==> src/hw/rtl/assert_macros.svh <==
// Assertion macros shared by the RTL, clocked on aclk and disabled in reset.
`ifndef ASSERT_MACROS_SVH
`define ASSERT_MACROS_SVH
`ifndef NO_ASSERTIONS
`define ASSERT_CLK(lbl, prop) \
    lbl: assert property (@(posedge aclk) disable iff (!aresetn) prop) \
        else $error("assertion failed");
`define ASSERT_NEVER(lbl, expr) \
    lbl: assert property (@(posedge aclk) disable iff (!aresetn) !(expr)) \
        else $error("forbidden condition seen");
`else
`define ASSERT_CLK(lbl, prop)
`define ASSERT_NEVER(lbl, expr)
`endif
`endif

==> src/hw/rtl/utf8sd_pkg.sv <==
// Shared types and constants of the UTF-8 stream decoder.
package utf8sd_pkg;

    localparam int MAX_TAB_SPACES_DEF = 16;
    localparam int TAB_W              = 5;
    localparam int CP_W               = 21;
    localparam int CNT_W              = 16;
    localparam int S_TDATA_W          = 8;
    localparam int M_TDATA_W          = 40;
    localparam int M_TUSER_W          = 2;

    localparam logic [TAB_W-1:0] TAB_WIDTH_RST = 5'd4;

    localparam logic [7:0]      BYTE_CR   = 8'h0D;
    localparam logic [7:0]      BYTE_TAB  = 8'h09;
    localparam logic [CP_W-1:0] CP_QMARK  = 21'd63;
    localparam logic [CP_W-1:0] CP_SPACE  = 21'h20;
    localparam logic [CP_W-1:0] CP_MIN2   = 21'h80;
    localparam logic [CP_W-1:0] CP_MIN3   = 21'h800;
    localparam logic [CP_W-1:0] CP_MIN4   = 21'h10000;
    localparam logic [CP_W-1:0] CP_MAX    = 21'h10FFFF;
    localparam logic [CP_W-1:0] SURR_LO   = 21'hD800;
    localparam logic [CP_W-1:0] SURR_HI   = 21'hDFFF;

    localparam logic [2:0] SEQ_LEN2 = 3'd2;
    localparam logic [2:0] SEQ_LEN3 = 3'd3;
    localparam logic [2:0] SEQ_LEN4 = 3'd4;

    typedef struct packed {
        logic [CP_W-1:0]  pv;
        logic [1:0]       rem;
        logic [2:0]       slen;
        logic             skip;
        logic [CNT_W-1:0] tally;
    } dec_state_t;

    // Results of one byte: optional '?', main run, optional trailing '?'.
    typedef struct packed {
        logic             pre_q;
        logic [CNT_W-1:0] pre_cnt;
        logic [CP_W-1:0]  main_cp;
        logic             main_has;
        logic [CNT_W-1:0] main_cnt;
        logic             post_q;
        logic [CNT_W-1:0] post_cnt;
        logic             eot;
    } plan_t;

endpackage

==> src/hw/rtl/utf8sd_decode.sv <==
// Per-byte UTF-8 decode: next decoder state and the result plan of one byte.
module utf8sd_decode #(
    parameter int MAX_TAB_SPACES = utf8sd_pkg::MAX_TAB_SPACES_DEF
) (
    input  utf8sd_pkg::dec_state_t              st_i,
    input  logic [7:0]                          byte_i,
    input  logic                                eot_i,
    input  logic [utf8sd_pkg::TAB_W-1:0]        tab_width_i,
    output utf8sd_pkg::dec_state_t              st_o,
    output utf8sd_pkg::plan_t                   plan_o,
    output logic [$clog2(MAX_TAB_SPACES+1)-1:0] rep_o
);

    localparam int REP_W = $clog2(MAX_TAB_SPACES + 1);

    function automatic logic [utf8sd_pkg::CNT_W-1:0] sat_inc(
        input logic [utf8sd_pkg::CNT_W-1:0] v
    );
        return (v == '1) ? v : v + 1'b1;
    endfunction

    logic [utf8sd_pkg::CP_W-1:0]  pv2;
    logic [utf8sd_pkg::CP_W-1:0]  min_cp;
    logic                         seq_ok;
    logic                         is_cont;
    logic                         lead;
    logic                         main_inv;
    logic [REP_W-1:0]             tab_rep;
    logic [utf8sd_pkg::CNT_W-1:0] t_pre;
    logic [utf8sd_pkg::CNT_W-1:0] t_main;
    logic [utf8sd_pkg::CNT_W-1:0] t_post;

    always_comb begin
        is_cont = (byte_i[7:6] == 2'b10);
        pv2     = {st_i.pv[14:0], byte_i[5:0]};
        unique case (st_i.slen)
            utf8sd_pkg::SEQ_LEN2: min_cp = utf8sd_pkg::CP_MIN2;
            utf8sd_pkg::SEQ_LEN3: min_cp = utf8sd_pkg::CP_MIN3;
            default:              min_cp = utf8sd_pkg::CP_MIN4;
        endcase
        seq_ok = (pv2 >= min_cp) && (pv2 <= utf8sd_pkg::CP_MAX) &&
                 !((pv2 >= utf8sd_pkg::SURR_LO) && (pv2 <= utf8sd_pkg::SURR_HI));

        if (tab_width_i == '0) begin
            tab_rep = REP_W'(1);
        end else if (32'(tab_width_i) > MAX_TAB_SPACES) begin
            tab_rep = REP_W'(MAX_TAB_SPACES);
        end else begin
            tab_rep = REP_W'(tab_width_i);
        end

        st_o            = st_i;
        plan_o          = '0;
        plan_o.main_has = 1'b1;
        plan_o.eot      = eot_i;
        rep_o           = '0;
        lead            = 1'b0;
        main_inv        = 1'b0;

        if (st_i.rem != 2'd0) begin
            if (is_cont) begin
                st_o.pv  = pv2;
                st_o.rem = st_i.rem - 2'd1;
                if (st_i.rem == 2'd1) begin
                    st_o.pv   = '0;
                    st_o.slen = '0;
                    rep_o     = REP_W'(1);
                    if (seq_ok) begin
                        plan_o.main_cp = pv2;
                    end else begin
                        plan_o.main_cp = utf8sd_pkg::CP_QMARK;
                        main_inv       = 1'b1;
                        st_o.skip      = 1'b1;
                    end
                end
            end else begin
                plan_o.pre_q = 1'b1;
                st_o.pv      = '0;
                st_o.rem     = '0;
                st_o.slen    = '0;
                st_o.skip    = 1'b0;
                lead         = 1'b1;
            end
        end else if (st_i.skip && is_cont) begin
            st_o.skip = 1'b1;
        end else begin
            st_o.skip = 1'b0;
            lead      = 1'b1;
        end

        if (lead) begin
            priority if (byte_i == utf8sd_pkg::BYTE_CR) begin
                rep_o = '0;
            end else if (byte_i == utf8sd_pkg::BYTE_TAB) begin
                rep_o          = tab_rep;
                plan_o.main_cp = utf8sd_pkg::CP_SPACE;
            end else if (!byte_i[7]) begin
                rep_o          = REP_W'(1);
                plan_o.main_cp = {13'd0, byte_i};
            end else if (byte_i[7:5] == 3'b110) begin
                st_o.pv   = {16'd0, byte_i[4:0]};
                st_o.slen = utf8sd_pkg::SEQ_LEN2;
                st_o.rem  = 2'd1;
            end else if (byte_i[7:4] == 4'b1110) begin
                st_o.pv   = {17'd0, byte_i[3:0]};
                st_o.slen = utf8sd_pkg::SEQ_LEN3;
                st_o.rem  = 2'd2;
            end else if (byte_i[7:3] == 5'b11110) begin
                st_o.pv   = {18'd0, byte_i[2:0]};
                st_o.slen = utf8sd_pkg::SEQ_LEN4;
                st_o.rem  = 2'd3;
            end else begin
                rep_o          = REP_W'(1);
                plan_o.main_cp = utf8sd_pkg::CP_QMARK;
                main_inv       = 1'b1;
                st_o.skip      = 1'b1;
            end
        end

        // truncated sequence at end of text
        if (eot_i && (st_o.rem != 2'd0)) begin
            plan_o.post_q = 1'b1;
        end
        // silent final byte gets an empty marker
        if (eot_i && !plan_o.pre_q && (rep_o == '0) && !plan_o.post_q) begin
            rep_o           = REP_W'(1);
            plan_o.main_cp  = '0;
            plan_o.main_has = 1'b0;
        end

        t_pre  = plan_o.pre_q  ? sat_inc(st_i.tally) : st_i.tally;
        t_main = main_inv      ? sat_inc(t_pre)      : t_pre;
        t_post = plan_o.post_q ? sat_inc(t_main)     : t_main;
        plan_o.pre_cnt  = t_pre;
        plan_o.main_cnt = t_main;
        plan_o.post_cnt = t_post;
        st_o.tally      = t_post;

        if (eot_i) begin
            st_o = '0;
        end
    end

endmodule

==> src/hw/rtl/utf8_stream_decoder_top.sv <==
// Top level of the UTF-8 stream decoder: input skid, decode, result sequencer.
//
//  channel | dir | transfer                 | payload
//  --------+-----+--------------------------+--------------------------------------
//  s_      | in  | s_tvalid & s_tready      | tdata = in_byte, tlast = end_of_text
//  m_      | out | m_tvalid & m_tready      | tdata = code_point, invalid_count;
//          |     |                          | tlast = last_of_run; tuser = flags
//  cfg_    | in  | cfg_wr_en                | tab_width
//
//  One byte per cycle while each byte yields at most one result and m_tready stays high;
//  a tab holds the result register for its run of spaces (1..MAX_TAB_SPACES of them), and
//  a '?' for an interrupted sequence or for one cut off at end of text adds one result each.
//  The result register is the limit.
//  s_tready is registered from a one-entry skid buffer.
//  Reset is synchronous: decoder state clears and tab_width returns to 4.
module utf8_stream_decoder_top #(
    parameter int MAX_TAB_SPACES = utf8sd_pkg::MAX_TAB_SPACES_DEF
) (
    input  logic                             aclk,
    input  logic                             aresetn,
    input  logic                             s_tvalid,
    output logic                             s_tready,
    input  logic [utf8sd_pkg::S_TDATA_W-1:0] s_tdata,   // [7:0] in_byte
    input  logic                             s_tlast,   // end_of_text
    output logic                             m_tvalid,
    input  logic                             m_tready,
    output logic [utf8sd_pkg::M_TDATA_W-1:0] m_tdata,   // [20:0] code_point, [36:21] invalid_count
    output logic [utf8sd_pkg::M_TUSER_W-1:0] m_tuser,   // [0] has_code_point, [1] text_done
    output logic                             m_tlast,   // last_of_run
    input  logic                             cfg_wr_en,
    input  logic [utf8sd_pkg::TAB_W-1:0]     cfg_wr_data // tab_width
);

`include "assert_macros.svh"

    localparam int REP_W = $clog2(MAX_TAB_SPACES + 1);

    logic [utf8sd_pkg::TAB_W-1:0] tab_width_reg;
    logic                         skid_valid_reg;
    logic [7:0]                   skid_byte_reg;
    logic                         skid_eot_reg;
    utf8sd_pkg::dec_state_t       state_reg;
    utf8sd_pkg::dec_state_t       state_next;
    utf8sd_pkg::plan_t            plan_reg;
    utf8sd_pkg::plan_t            plan_next;
    logic [REP_W-1:0]             rep_reg;
    logic [REP_W-1:0]             rep_next;

    logic       s_xfer;
    logic       m_xfer;
    logic       front_pre;
    logic       front_main;
    logic       last;
    logic       can_load;
    logic       load;
    logic [7:0] ld_byte;
    logic       ld_eot;

    assign s_tready = !skid_valid_reg;
    assign s_xfer   = s_tvalid && s_tready;
    assign m_xfer   = m_tvalid && m_tready;

    assign front_pre  = plan_reg.pre_q;
    assign front_main = !plan_reg.pre_q && (rep_reg != '0);

    always_comb begin
        if (front_pre) begin
            last = (rep_reg == '0) && !plan_reg.post_q;
        end else if (front_main) begin
            last = (rep_reg == REP_W'(1)) && !plan_reg.post_q;
        end else begin
            last = 1'b1;
        end
    end

    assign m_tvalid = plan_reg.pre_q || (rep_reg != '0) || plan_reg.post_q;
    assign m_tlast  = last;
    assign m_tuser  = {last && plan_reg.eot, front_main ? plan_reg.main_has : 1'b1};
    assign m_tdata  = {3'd0,
                       front_pre  ? plan_reg.pre_cnt  :
                       front_main ? plan_reg.main_cnt : plan_reg.post_cnt,
                       front_main ? plan_reg.main_cp  : utf8sd_pkg::CP_QMARK};

    assign can_load = !m_tvalid || (m_xfer && last);
    assign load     = can_load && (skid_valid_reg || s_xfer);
    assign ld_byte  = skid_valid_reg ? skid_byte_reg : s_tdata;
    assign ld_eot   = skid_valid_reg ? skid_eot_reg  : s_tlast;

    utf8sd_decode #(
        .MAX_TAB_SPACES (MAX_TAB_SPACES)
    ) u_decode (
        .st_i        (state_reg),
        .byte_i      (ld_byte),
        .eot_i       (ld_eot),
        .tab_width_i (tab_width_reg),
        .st_o        (state_next),
        .plan_o      (plan_next),
        .rep_o       (rep_next)
    );

    always_ff @(posedge aclk) begin
        if (!aresetn) begin
            tab_width_reg  <= utf8sd_pkg::TAB_WIDTH_RST;
            skid_valid_reg <= 1'b0;
            state_reg      <= '0;
            plan_reg.pre_q <= 1'b0;
            plan_reg.post_q <= 1'b0;
            rep_reg        <= '0;
        end else begin
            if (cfg_wr_en) begin
                tab_width_reg <= cfg_wr_data;
            end
            if (s_xfer && !can_load) begin
                skid_valid_reg <= 1'b1;
                skid_byte_reg  <= s_tdata;
                skid_eot_reg   <= s_tlast;
            end else if (load) begin
                skid_valid_reg <= 1'b0;
            end
            if (load) begin
                state_reg <= state_next;
                plan_reg  <= plan_next;
                rep_reg   <= rep_next;
            end else if (m_xfer) begin
                if (plan_reg.pre_q) begin
                    plan_reg.pre_q <= 1'b0;
                end else if (rep_reg != '0) begin
                    rep_reg <= rep_reg - REP_W'(1);
                end else begin
                    plan_reg.post_q <= 1'b0;
                end
            end
        end
    end

    `ASSERT_CLK(a_done_is_last, m_tvalid && m_tuser[1] |-> m_tlast)
    `ASSERT_CLK(a_marker_at_end,
        m_tvalid && !m_tuser[0] |-> m_tlast && m_tuser[1] && (m_tdata[20:0] == '0))
    `ASSERT_CLK(a_tally_clears, load && ld_eot |=> state_reg.tally == '0)
    `ASSERT_NEVER(a_skid_without_result, skid_valid_reg && !m_tvalid)

endmodule

==> config.mk <==
export PLATFORM = sky130hd
export DESIGN_NAME = utf8_stream_decoder_top
export DESIGN_NICKNAME = d
export VERILOG_FILES = /design/src/hw/rtl/utf8sd_pkg.sv /design/src/hw/rtl/utf8sd_decode.sv /design/src/hw/rtl/utf8_stream_decoder_top.sv
export VERILOG_INCLUDE_DIRS = /design/src /design/src/hw/rtl
export SDC_FILE = /design/constraint.sdc
export NUM_CORES = 1
export LEC_CHECK = 0
export BUFFER_PORTS_ARGS = -buffer_cell sky130_fd_sc_hd__buf_2
export CORE_UTILIZATION = 50
export CTS_CLUSTER_SIZE = 40
export DETAILED_ROUTE_END_ITERATION = 7
export PLACE_DENSITY = 0.69
export RECOVER_POWER = 25
export SKIP_CTS_REPAIR_TIMING = 1
export SYNTH_ARGS = -nofsm -noshare
export SYNTH_HDL_FRONTEND = slang
export SYNTH_SLANG_ARGS = --single-unit
export TNS_END_PERCENT = 100
==> constraint.sdc <==
create_clock -name aclk -period 5.1 [get_ports aclk]
set_input_delay 0.255 -clock aclk [delete_from_list [all_inputs] [get_ports aclk]]
set_output_delay 0.255 -clock aclk [all_outputs]
set_load 0.02 [all_outputs]
After elaboration in Yosys (flattened, before gate mapping)
Cells that the tools add are included.

storage, ports and cells
  logic and storage cells = 171
  output and inout port bits = 45
  bits in registers = 136

cells by class
  eq/ne operators = 15
  order comparisons = 5
  reductions and logical operators = 42
  $add $sub $neg = 5
  muxes and demuxes = 86

operators with widths
  cell                   number
  $mux 21                13
  $mux 27                5
  $mux 16                8
  $mux 26                4
  $mux 5                 16
  $add 16x1->16 const B  3
  $eq 16x16->1 const B   3
  $mux 43                1
  $mux 1                 36
  $pmux 17 s2            1
  $ge 21x16->1 const B   1
  $ge 21x17->1           1
  $le 21x16->1 const B   1
  $le 21x21->1 const B   1
  $logic_and 1x1->1      17
  $eq 8x4->1 const B     2
  $logic_not 5->1        3
  $reduce_bool 2->1      5
  $logic_not 1->1        8
  $mux 8                 1
  $eq 3x2->1 const B     2
  $reduce_and 3->1       2
  $eq 5x1->1 const B     1
  $eq 5x5->1 const B     1
  13 further kinds       17

Longest topological paths before layout
Gate-level depths: netlist of run 1.

  depth after elaboration = 23
  depth in mapped cells = 16
  depth with buffers taken out = 15

By module
From an unflattened synthesis of run 1, not the netlist that was laid out.

unflattened totals
  cells, all modules = 922
  area, all modules = 8333.0 µm²

modules (own cells, without submodules)
  module                   area an instance (µm²)  cells an instance  times used  sequential area each (µm²)
  utf8_stream_decoder_top  5421.4                  443                1           3523.4
  utf8sd_decode            2911.5                  479                1           0.0

Worst setup path after synthesis of run 1
No wires, ideal clock.

  kind = reg-to-reg
  start = reg rep_reg[0]
  end = reg plan_reg[0] (netlist name) (enable)
  setup slack = 1.098 ns
  arrival = 3.566 ns
  library setup time = 0.437 ns
  stages on the path, launching flop included = 10
  path buffers = 2
  cell sequence = dfxtp_1 > inv_1 > ha_1 > and2_1 > clkbuf_1 > nor3b_1 > o21ai_0 > nor2_1 > clkbuf_1 > and2_1

between the ends
  cells in the longest elaborated chain, start to end = 8

ends and longest elaborated chain
  what                                                    line                                                                                         text
  from (decl)                                             utf8_stream_decoder_top.sv:46                                                                logic [REP_W-1:0] rep_reg;
  from (signal assigned)                                  utf8_stream_decoder_top.sv:123                                                               rep_reg <= rep_next;
  from (signal assigned)                                  utf8_stream_decoder_top.sv:128                                                               rep_reg <= rep_reg - REP_W'(1);
  $eq 5x1->1 / $reduce_bool 5->1 (equally long branches)  utf8_stream_decoder_top.sv:70, utf8_stream_decoder_top.sv:64, utf8_stream_decoder_top.sv:76
  $logic_and 1x1->1, or another cell as far along         utf8_stream_decoder_top.sv:70                                                                last = (rep_reg == REP_W'(1)) && !plan_reg.post_q;
  $mux 1 / $logic_or 1x1->1 (equally long branches)       utf8_stream_decoder_top.sv:69, utf8_stream_decoder_top.sv:76
  $mux 1 / $logic_and 1x1->1 (equally long branches)      utf8_stream_decoder_top.sv:67, utf8_stream_decoder_top.sv:61
  $logic_and 1x1->1                                       utf8_stream_decoder_top.sv:84                                                                assign can_load = !m_tvalid || (m_xfer && last);
  $logic_or 1x1->1 (*)                                    utf8_stream_decoder_top.sv:84
  $logic_and 1x1->1 (*)                                   utf8_stream_decoder_top.sv:85                                                                assign load = can_load && (skid_valid_reg || s_xfer);
  $reduce_and 2->1 (no source line) (*)                   n/a
  to (signal assigned)                                    utf8_stream_decoder_top.sv:122                                                               plan_reg <= plan_next;
  to (decl)                                               utf8_stream_decoder_top.sv:44                                                                utf8sd_pkg::plan_t plan_reg;

Mark *: on every way between the ends. The rest lies on a longest branch, timed or not.
A chain may end at the register's enable or synchronous reset.

==> out/metrics.yaml, run 1 <==
outcome: "complete, but fails checks"
failed_checks: "capacitance limit, slew limit"
cpMaxStageDelayCell: "dfxtp_1"
synth_area_mm2: 0.00736
n_antenna_cell: 0
coreArea_mm2: 0.0141
p_sw_frac: 0.380
slew_viol_final: 105
worstSetupStartpointType: "register"
crit_fanout: 10
fmax_ghz: 0.212
htreeDepth: 4
setup_tns_ns: 0
synth.top_cell.area_share: 0.326
yosysUniqueCellTypes: 79
fin_worst_skew_ns: 0.0112
min_path_type: "in2reg"
cts_tree: "built"
cp-end-kind: "register"
dieWidth_um: 123
synth_mux_area_frac: 0.0608
nNetsFinal: 826
vias: 5847
synth-compound-area-share: 0.146
grt_busiest_layer: "met2"
cp.arrival_ns: 4.89
portBuffers: 60
synthSimpleGateAreaFrac: 0.235
synth-adder-area-share: 0.0153
setup_violations: 0
crit_type: "reg2reg"
async_reset_ff_frac: 0
rows: 43
p_leak_nw: 3.05
total_power_w: 0.00421
clk-insertion-delay-late_ns: 0.43
first_global_vias: 5569
ant_nets: 0
synth_top_cells_by_count: "80 x edfxtp_1, 62 x nand2_1, 50 x dfxtp_1"
clockPowerShare: 0.286
cts_buffers: 17
power.density_mw_per_mm2: 505
fin_crit_sh: 0.927
hold_viol: 0
clock_sinks: 130
critical-path-max-stage-delay_ns: 0.50
die-height_um: 123
initial_core_util: 0.522
p_comb_frac: 0.372
ys_top_cells_by_area: "edfxtp_1 33%, dfxtp_1 14%, mux2i_1 5.2%, and2_1 3.7%, nor2b_1 3.4%"
viasPerCell: 5.90
routed_wl_mm: 17.3
maxCapViolations: 3
whs_ns: 0.0442
die_area_mm2: 0.0152
syn_inst: 749
postLayoutCoreUtil: 0.592
synth_top_family_by_area: "simple AND/OR/NAND/NOR gates"
grt_overflow: 0
path_cells: "ha_1, nand3_2, nor4_4, nor2_1, xnor2_1, inv_1, ha_1, o2111ai_1, nor4_1, mux2i_1, and4bb_2, nand4_2, nand4b_1, xnor2_1"
antenna_found_initial: 0
clk_pin_slew_ns: 0.06
wl_per_cell_um: 17.4
routabilityCongestion: 1.00
drive_gt1_frac: 0.109
drtIter0Drc: 376
power_switching_w: 0.00160
area_growth_syn_to_layout_pct: 13.3
track_usage: 0.236
cts.path.max_buffers: 2
synth_most_common_cell: "edfxtp_1"
root_buffer: "clkbuf_16"
seqPwrFrac: 0.341
fin_crit_ns: 4.73
required_ns: 5.27
ioPinCount: 64
synth_xor_area_frac: 0.0389
grt_use_met1: 0.282
yosysSeqAreaShare: 0.462
critical-path-top-delay-family: "simple AND/OR/NAND/NOR gates"
synth_ff_type: "edfxtp_1"
first_pass_iters: 5
peakVddDrop_v: 0.000255
yosysWarningCount: 0
largest_register_ffs: 72
grt_use_met3: 0.0517
drcViolationCount: 0
grt_pass1_wl_mm: 27.3
synth_edf_count: 80
synth_area_leader_cell: "edfxtp_1"
dp_hpwl_mm: 12.3
r2r_slack_ns: 0.37
grt_start_max_net_pins: 62
use_met2: 0.406
ys_seq_elements: 130
p_int_w: 0.00261
tightest_slew_ns: 2.00
grt_setup_unrepaired: "no"
relSlewSlack: -0.336
syn_area_per_cell_um2: 9.83
n_fill_cell: 1202
worstPathBufferInverterCount: 1
==> per-layer routing <==
layer	wire (um)	vias up
met1	7410	2780
met2	8540	190
met4	455	0
met5	0	-
met3	849	40
li1	-	2837
==> power by group through the flow <==
| stage | combinational, W | sequential [W] | clock [W] |
|---|---|---|---|
| 2_1_floorplan | 0.00114 | 0.00144 | 0 |
| 3_3_place_gp | 0.00159 | 0.00145 | 0 |
| 3_5_place_dp | 0.00162 | 0.00146 | 0 |
| 4_1_cts | 0.00162 | 0.00144 | 0.00122 |
| 5_1_grt | 0.00172 | 0.00146 | 0.00126 |
| 6_report | 0.00157 | 0.00144 | 0.00121 |
==> cell usage in the layout, fill, tap and decap left out, drive strengths merged, types with 4 or more instances in the layout <==
cell type / count
o31ai: 4
ha: 9
xnor2: 21
nor2: 45
nand3: 22
a31oi: 7
o31a: 5
dfxtp: 50
clkbuf: 64
a21boi: 5
mux2: 6
nor2b: 40
mux2i: 38
nand4: 8
nor3: 15
o21ai: 46
and3: 6
nor3b: 4
a211oi: 5
buf: 33
nand2: 62
nand4b: 4
a22oi: 31
nand2b: 6
or3: 13
nor4: 12
inv: 31
and2: 44
edfxtp: 80
a21oi: 26
xor2: 7
and4: 4
==> kinds of logic after synthesis <==
logic type,after synthesis
compound gates,159
buf+inv,73
other cells,1
flops,130
fa+ha+maj,9
mux,44
simple gates,304
xor+xnor,29
==> through the flow <==
stage / cell area [um^2] / setup WS, ns / instances
after floorplan: 7370 / 1.10 / 751
after global placement: 7810 / 0.675 / 959
after detailed placement: 7810 / 0.462 / 959
after CTS: 8400 / 0.440 / 991
after global routing: 8340 / 0.0416 / 991
final: 8340 / 0.375 / 991
==> area by class of cell <==
class                   instances  area (um^2)  share of cell area
flip-flops and latches        130         3400               0.408
clock inverters                 7         67.6             0.00810
well taps                     180          225              0.0270
multi-input cells             548         3660               0.439
clock buffers                  25          528              0.0633
inverters                      29          109              0.0131
repair buffers                 72          344              0.0413
==> path summary, 6_finish.rpt <==
kind                              from                 endpoint  cells past startpoint
min reg2reg    rep_reg[4]$_SDFFE_PN0P_  rep_reg[4]$_SDFFE_PN0P_                      2
max          state_reg[0]$_SDFFE_PN0P_    plan_reg[3]$_DFFE_PP_                     14
max reg2reg  state_reg[0]$_SDFFE_PN0P_    plan_reg[3]$_DFFE_PP_                     14
min                            s_tlast   skid_eot_reg$_DFFE_PP_                      1
Power figures use the tool's default switching activity.
==> run 2: changes to the inputs <==
- BUFFER_PORTS_ARGS: -buffer_cell sky130_fd_sc_hd__buf_2 -> -buffer_cell sky130_fd_sc_hd__buf_4
- PLACE_DENSITY: 0.69 -> 0.78
- clock period: 5.1 -> 5.2 ns (I/O delays scaled with it)
==> out/metrics.yaml, run 2 (synthesized netlist as in run 1, its figures left out) <==
cp-end-kind: "register"
vias: 5963
crit_type: "reg2reg"
dp_hpwl_mm: 13.0
final_common_cell: "edfxtp_1"
cts_buffers: 17
wl_per_cell_um: 18.4
dieWidth_um: 123
drcViolationCount: 0
cp.arrival_ns: 4.96
drive_gt1_frac: 0.108
viasPerCell: 6.01
grt_overflow: 0
die_area_mm2: 0.0152
cpMaxStageDelayCell: "nor4_4"
fin_crit_sh: 0.921
cts.path.max_buffers: 2
path_cells: "ha_1, nand3_2, nor4_4, nor2_1, xnor2_1, inv_1, ha_1, o2111ai_1, nor4_1, mux2i_1, and4bb_2, nand4_2, nand3_1, xnor2_1"
clk-insertion-delay-late_ns: 0.43
rows: 43
nNetsFinal: 827
hold_viol: 0
fin_crit_ns: 4.79
routabilityCongestion: 0.945
ant_nets: 0
setup_violations: 0
use_met2: 0.434
tightest_slew_ns: 1.75
initial_core_util: 0.522
clk_pin_slew_ns: 0.06
grt_pass1_wl_mm: 28.9
critical-path-max-stage-delay_ns: 0.52
outcome: "complete, but fails checks"
die-height_um: 123
required_ns: 5.37
antenna_found_initial: 0
fin_worst_skew_ns: 0.00585
peakVddDrop_v: 0.000273
setup_tns_ns: 0
grt_busiest_layer: "met2"
routed_wl_mm: 18.2
grt_setup_unrepaired: "no"
root_buffer: "clkbuf_16"
postLayoutCoreUtil: 0.596
maxCapViolations: 2
n_antenna_cell: 0
track_usage: 0.253
min_path_type: "in2reg"
worstSetupStartpointType: "register"
cp-startpoint: "state_reg[0]$_SDFFE_PN0P_"
r2r-start: "state_reg[0]$_SDFFE_PN0P_"
hold_start: "s_tlast"
grt_start_max_net_pins: 62
n_fill_cell: 1225
grt_use_met3: 0.0586
p_leak_nw: 3.06
relSlewSlack: -0.165
slew_viol_final: 53
crit_fanout: 10
portBuffers: 60
ioPinCount: 64
clock_sinks: 130
cts_tree: "built"
area_growth_syn_to_layout_pct: 14.0
failed_checks: "capacitance limit, slew limit"
largest_register_ffs: 72
power.density_mw_per_mm2: 501
drtIter0Drc: 421
final_cell_mix: "80 x edfxtp_1, 62 x nand2_1, 50 x dfxtp_1"
first_pass_iters: 5
coreArea_mm2: 0.0141
first_global_vias: 5733
grt_use_met1: 0.297
fmax_ghz: 0.209
htreeDepth: 4
## run 2: changes by cell type in the layout (fill, tap and decap cells not counted), sizes merged
cell,delta
bufinv,+2
clkbuf,-5
clkinv,+5
buf,+1
inv,-2
## run 2: cell type report
| type | count | area (um^2) | share of cell area |
|---|---|---|---|
| Multi-Input combinational cell | 548 | 3660 | 0.436 |
| Clock buffer | 20 | 437 | 0.0520 |
| Sequential cell | 130 | 3400 | 0.405 |
| Timing Repair Buffer | 73 | 418 | 0.0498 |
| Inverter | 29 | 109 | 0.0130 |
| Tap cell | 180 | 225 | 0.0268 |
| Clock inverter | 12 | 140 | 0.0167 |
## run 2: per-stage QoR
step | power, W | instances | hold WS, ns | setup slack, ns | area, um^2
3_3_place_gp | 0.00314 | 960 | 0.452 | 0.716 | 7970
5_1_grt | 0.00443 | 992 | 0.0320 | 0.104 | 8400
6_report | 0.00420 | 992 | 0.0438 | 0.412 | 8400
2_1_floorplan | 0.00253 | 751 | 0.359 | 1.20 | 7370
4_1_cts | 0.00435 | 992 | 0.0140 | 0.498 | 8540
3_5_place_dp | 0.00318 | 960 | 0.454 | 0.538 | 7970
## run 2: routing by layer
layer  share of wire  vias to the layer above  routed length, um
li1                -                     2840                  -
met1            0.41                     2832               7390
met2            0.51                      240               9220
met3           0.055                       51               1010
met4           0.033                        0                609
met5               0                        -                  0
## run 2: worst paths after layout
check	to	slack, ns	cells past startpoint
worst max-delay path	plan_reg[2]$_DFFE_PP_	0.41	14
worst min register to register	rep_reg[4]$_SDFFE_PN0P_	0.51	2
worst max register to register	plan_reg[2]$_DFFE_PP_	0.41	14
worst min-delay path	skid_eot_reg$_DFFE_PP_	0.04	1
## run 2: power breakdown
part | leakage (nW) | switching (W) | internal [W] | total [W]
registers | 1.16 | 0.0000798 | 0.00133 | 0.00141
logic | 1.62 | 0.00110 | 0.000525 | 0.00162
clock network | 0.276 | 0.000425 | 0.000744 | 0.00117
total | 3.06 | 0.00160 | 0.00260 | 0.00420
## run 2: worst max-delay path, delay by kind of cell, from the launching register on
kind            cells  cell delay [ns]
buf+inv             1             0.16
flops               1             0.49
mux                 1             0.50
xor+xnor            2             0.39
simple gates        7             1.97
compound gates      1             0.29
fa+ha+maj           2             0.72
